File: config.mk
export PLATFORM = sky130hd
export DESIGN_NAME = mmms_div
export DESIGN_NICKNAME = d
export VERILOG_FILES = /design/src/design/mmms_div.sv
export SDC_FILE = /design/constraint.sdc
export NUM_CORES = 1
export LEC_CHECK = 0
export BUFFER_PORTS_ARGS = -buffer_cell sky130_fd_sc_hd__buf_2
export CELL_PAD_IN_SITES_DETAIL_PLACEMENT = 1
export CELL_PAD_IN_SITES_GLOBAL_PLACEMENT = 1
export CORE_UTILIZATION = 41
export DETAILED_ROUTE_END_ITERATION = 10
export PLACE_DENSITY = 0.82
export SLEW_MARGIN = 20
export SYNTH_ARGS = -nofsm -noshare
export SYNTH_HDL_FRONTEND = slang
export SYNTH_SLANG_ARGS = --single-unit
File: constraint.sdc
create_clock -name clk -period 6.4 [get_ports clk]
set_input_delay 0.32 -clock clk [delete_from_list [all_inputs] [get_ports clk]]
set_output_delay 0.32 -clock clk [all_outputs]
set_load 0.02 [all_outputs]
File: src/design/mmms_div.sv
`timescale 1ns / 1ps
// ----------------------------------------------------------------------------
// Moving mean minus sample: iterative divider
// Unsigned restoring divider that produces one quotient bit per cycle.
// ----------------------------------------------------------------------------
module mmms_div #(
  parameter int DVD_W = 24,
  parameter int DVS_W = 9
) (
  input  logic             clk,
  input  logic             rst,
  input  logic             start,
  input  logic [DVD_W-1:0] dividend,
  input  logic [DVS_W-1:0] divisor,
  output logic             done,
  output logic [DVD_W-1:0] quotient
);

  localparam int CNT_W = $clog2(DVD_W + 1);

  logic [DVD_W-1:0] quo;
  logic [DVS_W-1:0] rem;
  logic [CNT_W-1:0] cnt;
  logic             run;
  logic [DVS_W:0]   rem_sh;
  logic [DVS_W:0]   rem_new;
  logic             ge;

  always_comb begin
    rem_sh  = {rem, quo[DVD_W-1]};
    ge      = rem_sh >= {1'b0, divisor};
    rem_new = ge ? (rem_sh - {1'b0, divisor}) : rem_sh;
  end

  always_ff @(posedge clk) begin
    if (rst) begin
      run  <= 1'b0;
      done <= 1'b0;
      cnt  <= '0;
    end else begin
      done <= 1'b0;
      if (start) begin
        run <= 1'b1;
        cnt <= CNT_W'(DVD_W);
      end else if (run) begin
        cnt <= cnt - 1'b1;
        if (cnt == CNT_W'(1)) begin
          run  <= 1'b0;
          done <= 1'b1;
        end
      end
    end
  end

  always_ff @(posedge clk) begin
    if (start) begin
      quo <= dividend;
      rem <= '0;
    end else if (run) begin
      quo <= {quo[DVD_W-2:0], ge};
      rem <= rem_new[DVS_W-1:0];
    end
  end

  assign quotient = quo;

endmodule

==> run summary, run 1 <==
Slew margin rel.: 46.6%
Setup ws final: 3820 ps
Final WL: 5090 µm
Pwr dens: 264 mW/mm²
Die W: 75.4 µm
Die height: 75.4 µm
Clk pin slew, worst setup/hold paths: 90 ps
Worst R2R Setup Slack: 3820 ps
Syn_nets: 241
DP Cell Count: 314
Crit. Startpoint: quotient[23]$_DFFE_PP_
DP Wirelength: 3690 µm
Hold path depth: 2
Worst hold margin: 276 ps
Vias in the first global route: 1,705
Routability congestion estimate: 0.816
Layout overhead on the synthesized area: 21.0%
Critical Path Source Type: register
Post-synth top area share: 32.6%
Number of synthesized flops with an enable pin: 24
# IOs: 61
DR pass1 iterations: 4
Overall Global Routing Usage: 19.7%
Fill cells: 599
ANT cells: 0
Unrepaired setup endpoints after global routing: false
Slew of the pin with the lowest slew margin: 801 ps
Mapped Area: 0.00221 mm²
Crit-path max FO: 9
Clock latency on the worst-skew pair: 300 ps
Cells along the critical path: inv_1 -> ha_1 -> inv_1 -> fa_1 -> a211oi_1 -> o21a_1 -> o211ai_4 -> mux2_2
Final net count: 299
Fin Setup TNS: 0 ps
Yosys warning count: 0
Ys async rst share: 0%
Hold Buf Count CTS: 0
IO buf count: 60
Post_cts resized: 0
Post-synth top area cell: edfxtp_1
Core ar.: 0.00514 mm²
Max stage delay on crit path: 410 ps
Crit path capture type: register
Min-delay worst type: in2reg
Slew Limit Fails: 0
Core Util, Final: 52.0%
Lkg Pwr: 1.14 nW
Root Buffer: clkbuf_8
Post-route minimum period: 2580 ps
Hold Crit Start: rst
Peak VDD IR: 0.163 mV
FF+latch count, synth: 40
Cells after synthesis: 193
ANT nets after route: 0
Die footprint: 0.00569 mm²
Netlist cell types: 44
Critical path required time: 6450 ps
CP max stage cell: edfxtp_1
Max Fclk: 387 MHz
Largest net degree at the start of global routing: 42
Pre-CTS setup slack: 3810 ps
Post-synth top cells: edfxtp_1, mux2_2, dfxtp_1, nor2_1, inv_1
Total CTS buffers: 5
Starting Density: 43.0%
Seq/Total Area, Yosys: 47.1%
Final Skew: 6.71 ps
Layout cells sized above 1: 38.5%
Initial drt markers: 77
Ranking of synthesized cells by area: edfxtp_1, dfxtp_1, mux2_2, ha_1, nor2_1
Clock Tree Buf Depth: 2
Final Non-Filler Cells: 322
Vias/cell: 5.25
Endpoints failing hold: 0
CP Class: reg2reg
R2r worst-path depth: 8
Final setup violation count: 0
Fin crit share: 40.4%
Avg Cell Area, Syn: 11.5 µm²
Cell Rows: 26
Status: finished clean
Remaining Overflow, GRT: 0
Clk sinks: 40
Antenna violations before repair: 0
Worst r2r src: quotient[23]$_DFFE_PP_
First-pass GRT wire length: 8120 µm
# Post-CTS Setup Buffers: 0
Wire per inst: 15.8 µm
DRC: 0
WP data arrival: 2630 ps
Maxcap violations: 0
CTS tree: built
H-tree depth: 2
Crit path top cell by count: inv_1
Main synth FF type: edfxtp_1
Vias: 1,691
==> critical path, delay by kind of cell (launching register included) <==
family / cells / cell delay [ps]
AOI/OAI and AO/OA: 3 / 940
muxes: 1 / 310
DFF: 1 / 410
adders and majority gates: 2 / 550
buffers and inverters: 2 / 140
==> cells by family (layout without fill, tap and decap cells) <==
family,Yosys count,count (layout),share of synthesized area [%]
AO/OA/AOI/OAI,33,33,12.0
XOR/XNOR,8,8,3.17
adder cells (fa/ha/maj),12,12,7.13
buffers and inverters,24,83,4.13
flip-flops,40,40,47.1
multiplexers,29,29,14.5
AND/OR/NAND/NOR,47,47,12.0
==> path summary, 6_finish.rpt <==
check                               end
hold / removal      cnt[4]$_SDFFE_PP0P_
hold reg to reg     rem[8]$_SDFFE_PP0P_
setup / recovery  quotient[0]$_DFFE_PP_
setup reg to reg  quotient[0]$_DFFE_PP_
==> power by group <==
group	total [mW]	internal (mW)	switching (mW)
sequential	0.322	0.303	0.0197
combinational	0.173	0.0740	0.0987
clock	0.211	0.116	0.0957
total	0.706	0.492	0.214
==> layer usage <==
layer	wire length, µm	global-route usage, %	part of all wire, %
met5	0	0	0
met4	72	6.79	1.4
met3	325	6.35	6.4
met2	2480	32.7	49
met1	2220	24.1	44
==> per-stage QoR <==
stage	power (mW)	cell area, µm²
after global placement	0.494	2560
after floorplan	0.447	2210
after global routing	0.743	2680
final	0.706	2680
after CTS	0.710	2680
after detailed placement	0.501	2560
==> final cells by class <==
cell class | count | area [µm²] | share of cell area [%]
clock inverter | 3 | 42.5 | 1.59
multi-input combinational | 129 | 1080 | 40.3
inverter | 15 | 56.3 | 2.10
tap | 70 | 87.6 | 3.27
sequential | 40 | 1040 | 38.9
clock buffer | 5 | 68.8 | 2.57
timing repair buffer | 60 | 300 | 11.2
==> cells in the final DEF (no fill, tap or decap), types with 2 or more instances in the layout <==
cell type  instances
nand3_1            4
a21oi_1            8
o211ai_1           3
nor3_1             3
buf_2             60
clkbuf_8           5
a311oi_1           4
inv_1             15
nand2b_1           3
a211oi_1           5
xor2_1             6
mux2i_1            5
dfxtp_1           16
nor2_1            16
mux2_2            24
nor2b_1            2
ha_1              11
o211a_1            2
edfxtp_1          24
nor4b_1            3
nand2_1            7
xnor2_1            2
==> sequential cells by signal, summed over array words and instances, names as in the netlist <==
register / cells
rem: 9
cnt: 5
quotient: 24
done: 1
run: 1
No activity file was read; power rests on OpenSTA's default activity.
==> run 2, diff against run 1 <==
Settings changed: CORE_UTILIZATION 41 to 36, PLACE_DENSITY 0.82 to 0.77.
Clock period 6.4 ns to 2.3 ns, I/O delays scaled along.
==> run 2 against run 1 <==
Final cell count up 5.0%. Global-route usage shrank 2.1 points. Die area is 14% higher. Largest power group unchanged. Critical path type unchanged. Combinational power rose to 3.1 times the previous value. The flow now finishes with violations (negative setup slack). Clock-buffer cell count unchanged. Setup slack lost 3900 ps. Hold slack lost 210 ps. Critical path depth is the same. Register-to-register slack worse by 3900 ps. Clock power increased to 2.8 times the previous value.
==> run summary, run 2 (same netlist as run 1, synthesis figures left out) <==
Endpoints failing hold: 0 (unchanged)
Die footprint: 0.00646 mm² (+14%)
Clk sinks: 40 (unchanged)
Worst r2r src: quotient[23]$_DFFE_PP_
R2r worst-path depth: 8 (unchanged)
Fin Setup TNS: -63.7 ps (-63.7 ps)
Die height: 80.4 µm (+6.5%)
Remaining Overflow, GRT: 0 (unchanged)
Cells along the critical path: inv_1 -> ha_2 -> inv_2 -> fa_2 -> a211oi_2 -> o21a_2 -> o211ai_4 -> mux2_4
Sw Share: 30.3% (+0.032 points)
Final setup violation count: 1 (+1)
Layout cells sized above 1: 44.5% (+6.0 points)
Critical Path Source Type: register
Met3 Resource Use GR: 5.91% (-0.44 points)
DR pass1 iterations: 4 (unchanged)
Final WL: 5260 µm (+3.4%)
Final Skew: 8.91 ps (+2.20 ps)
Initial drt markers: 78 (+1.3%)
Peak VDD IR: 0.426 mV (+160%)
Root Buffer: clkbuf_8
Clock latency on the worst-skew pair: 300 ps (about the same)
Setup ws final: -63.7 ps (-3880 ps)
Status: finished, violations left
Clk pin slew, worst setup/hold paths: 90 ps (about the same)
Max stage delay on crit path: 400 ps (about the same)
WP data arrival: 2420 ps (-210 ps)
Slew Limit Fails: 0 (unchanged)
Unrepaired setup endpoints after global routing: true
Vias/cell: 5.18 (-1.3%)
Pwr dens: 720 mW/mm² (+170%)
Clock Tree Buf Depth: 2 (unchanged)
Post-route minimum period: 2360 ps (-221 ps)
CP Class: reg2reg
CTS tree: built
Global Route met2 Usage: 28.1% (-4.7 points)
Area of placed instances: 0.00263 mm² (+2.5%)
Max Fclk: 423 MHz (+9.3%)
IO buf count: 60 (unchanged)
Final Cell Area: 0.00280 mm² (+4.8%)
Maxcap violations: 0 (unchanged)
ANT cells: 0 (unchanged)
Core ar.: 0.00592 mm² (+15%)
Multi-input gate area: 0.00112 mm² (+4.3%)
Die W: 80.4 µm (+6.5%)
CP Buf/Inv Count: 2 (unchanged)
Crit. Startpoint: quotient[23]$_DFFE_PP_
DP Cell Count: 326 (+3.8%)
Antenna violations before repair: 0 (unchanged)
DRC: 0 (unchanged)
Crit path capture type: register
# IOs: 61 (unchanged)
P_int: 1.41 mW (+190%)
Slew margin rel.: 62.5% (+16 points)
Fin crit share: 103% (+62 points)
Gr busiest metal: met2
Pre-CTS setup slack: 48.8 ps (-3770 ps)
Top Family by Delay on Critical Path: compound AO/OA/AOI/OAI gates
Most common cell after layout, fill and taps aside: buf_2
Sw Pwr: 0.613 mW (+190%)
Lkg Pwr: 1.19 nW (+4.8%)
ANT nets after route: 0 (unchanged)
Min-delay worst type: in2reg
Met1 usage: 21.6% (-2.5 points)
Vias: 1,752 (+3.6%)
Final Non-Filler Cells: 338 (+5.0%)
Sequential power share: 44.1% (-1.5 points)
Hold path depth: 2 (unchanged)
Critical path required time: 2360 ps (-4090 ps)
Overall Global Routing Usage: 17.5% (-2.1 points)
Vias in the first global route: 1,815 (+6.5%)
Clk network pwr share: 29.0% (-0.9 points)
Layout overhead on the synthesized area: 26.8%
WP depth: 8 (unchanged)
Most frequent cells in the layout: buf_2, edfxtp_1, mux2_2
FF+latch area: 0.00104 mm² (unchanged)
CP max stage cell: edfxtp_1
Failing checks: negative setup slack
Comb power frac: 26.9% (+2.4 points)
Fill cells: 662 (+11%)
Wire per inst: 15.6 µm (-1.5%)
Hold Crit Start: rst
Routability congestion estimate: 0.796 (-2.4%)
Largest net degree at the start of global routing: 25 (-40%)
H-tree depth: 2 (unchanged)
DP Wirelength: 3790 µm (+2.9%)
Slew of the pin with the lowest slew margin: 563 ps (-238 ps)
Hold Buf Count CTS: 0 (unchanged)
Max reg flops: 24 (unchanged)
First-pass GRT wire length: 8600 µm (+5.9%)
Total CTS buffers: 5 (unchanged)
Crit-path max FO: 5 (-4)
Cell Rows: 28 (+7.7%)
Final net count: 310 (+3.7%)
Starting Density: 37.3% (-5.7 points)
==> run 2: routing by layer <==
metal / vias to the layer above / part of all wire [%] / wire [µm]
li1: 855 / - / -
met1: 840 / 45 / 2370
met2: 55 / 47 / 2460
met3: 2 / 7.6 / 400
met4: 0 / 0.53 / 28
met5: - / 0 / 0
==> run 2: path summary, 6_finish.rpt <==
kind                      endpoint  slack, ps
max          quotient[0]$_DFFE_PP_        -60
min            cnt[0]$_SDFFE_PP0P_         70
max reg2reg  quotient[0]$_DFFE_PP_        -60
min reg2reg    rem[2]$_SDFFE_PP0P_        520
==> run 2: layout make-up <==
class | count | area share [%]
well taps | 75 | 3.35
flip-flops and latches | 40 | 37.1
repair buffers | 70 | 13.4
clock inverters | 3 | 1.52
multi-input cells | 130 | 40.1
inverters | 15 | 2.01
clock buffers | 5 | 2.46
==> run 2: power by group through the flow <==
| stage | Combinational (mW) | Sequential [mW] | Clock, mW |
|---|---|---|---|
| global route | 0.592 | 0.902 | 0.627 |
| finish | 0.542 | 0.891 | 0.586 |
| CTS | 0.512 | 0.893 | 0.599 |
| floorplan | 0.296 | 0.952 | 0 |
| detailed placement | 0.509 | 0.906 | 0 |
| global placement | 0.493 | 0.903 | 0 |
==> run 2: through the flow <==
| step | utilization [%] | total power [mW] | hold WS [ps] |
|---|---|---|---|
| finish | 47.3 | 2.02 | 67.9 |
| global route | 47.3 | 2.12 | 72.0 |
| CTS | 46.3 | 2.00 | 67.3 |
| detailed placement | 44.4 | 1.42 | 390 |
| global placement | 44.4 | 1.40 | 384 |
| floorplan | - | 1.25 | 187 |
==> run 2: repair_timing <==
| item | 4_1_cts | 5_1_grt |
|---|---|---|
| gates resized for setup | 0 | 7 |
| endpoints found under the hold margin | 0 | 0 |
| endpoints found under the setup margin | 0 | 10 |
| buffers inserted | 0 | 3 |
==> run 3, diff against run 2 <==
Settings changed: MAX_ROUTING_LAYER set to met4.
==> run 3 against run 2 <==
Final cell count unchanged. Via count hardly changed. Total power is essentially flat. The flow still finishes with violations (negative setup slack). Cell area unchanged. Highest routed layer unchanged.
==> run summary, run 3 (same netlist as run 1, synthesis figures left out) <==
Crit-path max FO: 5 (unchanged)
Hold Buf Count CTS: 0 (unchanged)
Final setup violation count: 1 (unchanged)
Crit. Startpoint: quotient[23]$_DFFE_PP_
Critical Path Source Type: register
# IOs: 61 (unchanged)
Met3 Resource Use GR: 4.89% (-1.0 points)
Met1 usage: 22.2% (+0.56 points)
Routability congestion estimate: 0.808 (+1.4%)
Failing checks: negative setup slack
Crit path capture type: register
Global Route met2 Usage: 28.1% (+0.085 points)
Final WL: 5270 µm (about the same)
Wire per inst: 15.6 µm (about the same)
DRC: 0 (unchanged)
Initial drt markers: 79 (+1.3%)
H-tree depth: 2 (unchanged)
R2r worst-path depth: 8 (unchanged)
CP Class: reg2reg
Slew of the pin with the lowest slew margin: 567 ps (+3.85 ps)
Layout overhead on the synthesized area: 26.8% (unchanged)
Final Skew: 8.74 ps (-0.164 ps)
Lkg Pwr: 1.19 nW (unchanged)
Die height: 80.4 µm (unchanged)
Worst r2r dst: quotient[0]$_DFFE_PP_
Root Buffer: clkbuf_8
Fin Setup TNS: -64.4 ps (-0.731 ps)
Fin crit share: 103% (about the same)
Fill cells: 662 (unchanged)
First-pass GRT wire length: 8600 µm (about the same)
Status: finished, violations left
Min-delay worst type: in2reg
DP Wirelength: 3790 µm (unchanged)
Setup ws final: -64.4 ps (-0.731 ps)
Starting Density: 37.3% (unchanged)
Hold path depth: 2 (unchanged)
Max Fclk: 423 MHz (about the same)
Layout cells sized above 1: 44.5% (unchanged)
Most common cell after layout, fill and taps aside: buf_2
Vias in the first global route: 1,818 (+0.17%)
DR pass1 iterations: 4 (unchanged)
Total CTS buffers: 5 (unchanged)
Clock Tree Buf Depth: 2 (unchanged)
Overall Global Routing Usage: 18.0% (+0.48 points)
Post-route minimum period: 2360 ps (+0.731 ps)
Die footprint: 0.00646 mm² (unchanged)
Vias/cell: 5.18 (about the same)
WP data arrival: 2420 ps (about the same)
Maxcap violations: 0 (unchanged)
Unrepaired setup endpoints after global routing: true
Clk pin slew, worst setup/hold paths: 90 ps (about the same)
Max reg flops: 24 (unchanged)
Critical path required time: 2360 ps (about the same)
Worst R2R Setup Slack: -60 ps (about the same)
Antenna violations before repair: 0 (unchanged)
Slew Limit Fails: 0 (unchanged)
IO buf count: 60 (unchanged)
Clock latency on the worst-skew pair: 300 ps (about the same)
Peak VDD IR: 0.428 mV (+0.30%)
Endpoints failing hold: 0 (unchanged)
Tot Pwr: 2.02 mW (about the same)
Remaining Overflow, GRT: 0 (unchanged)
Gr busiest metal: met2
Hold Crit Start: rst
Pwr dens: 720 mW/mm² (about the same)
Core ar.: 0.00592 mm² (unchanged)
Vias: 1,751 (-0.057%)
Slew margin rel.: 62.2% (-0.26 points)
Largest net degree at the start of global routing: 25 (unchanged)
ANT cells: 0 (unchanged)
Die W: 80.4 µm (unchanged)
CTS tree: built
Worst r2r src: quotient[23]$_DFFE_PP_
Final net count: 310 (unchanged)
Most frequent cells in the layout: buf_2, edfxtp_1, mux2_2
Cell Rows: 28 (unchanged)
Area of placed instances: 0.00263 mm² (unchanged)
Clk sinks: 40 (unchanged)
ANT nets after route: 0 (unchanged)
CP endpoint: quotient[0]$_DFFE_PP_
Final Cell Area: 0.00280 mm² (unchanged)
## run 3: report_power, final
part | internal [mW] | leakage (nW) | total, mW | switching (mW)
combinational | 0.243 | 0.765 | 0.543 | 0.299
sequential | 0.842 | 0.374 | 0.891 | 0.0490
clock | 0.321 | 0.0541 | 0.586 | 0.264
## run 3: metrics by stage
stage,utilization [%],setup WS (ps),hold WS (ps),instances
after floorplan,-,10.9,187,193
after global placement,44.4,140,384,326
after detailed placement,44.4,48.8,390,326
after CTS,46.3,27.3,67.3,334
after global routing,47.3,-167,72.0,338
final,47.3,-64.4,70.8,338
## run 3: worst min-delay path by stage
stage / end / slack (ps)
3_3_place_gp: cnt[4]$_SDFFE_PP0P_ / 380
2_1_floorplan: cnt[3]$_SDFFE_PP0P_ / 190
3_5_place_dp: cnt[0]$_SDFFE_PP0P_ / 390
5_1_grt: cnt[0]$_SDFFE_PP0P_ / 70
6_report: cnt[0]$_SDFFE_PP0P_ / 70
4_1_cts: cnt[4]$_SDFFE_PP0P_ / 70
## run 3: final cells by class
type                    count  area [µm²]  share of cell area [%]
multi-input cells         130        1120                    40.1
well taps                  75        93.8                    3.35
inverters                  15        56.3                    2.01
repair buffers             70         375                    13.4
flip-flops and latches     40        1040                    37.1
clock inverters             3        42.5                    1.52
clock buffers               5        68.8                    2.46
## run 3: what timing repair did
action	4_1_cts	5_1_grt
setup buffers	0	3
resized for setup	0	7
endpoints found under the setup margin	0	10
## run 3: per-layer routing
layer,share of wire [%],wire length [µm]
met2,46,2440
met5,0,0
met3,5.7,300
met1,47,2500
met4,0.51,27
## run 3: worst max-delay path: stages (launching register included)
cell,delay (ps)
edfxtp_1,400
inv_1,90
ha_2,190
inv_2,40
fa_2,350
a211oi_2,300
o21a_2,260
o211ai_4,160
mux2_4,320
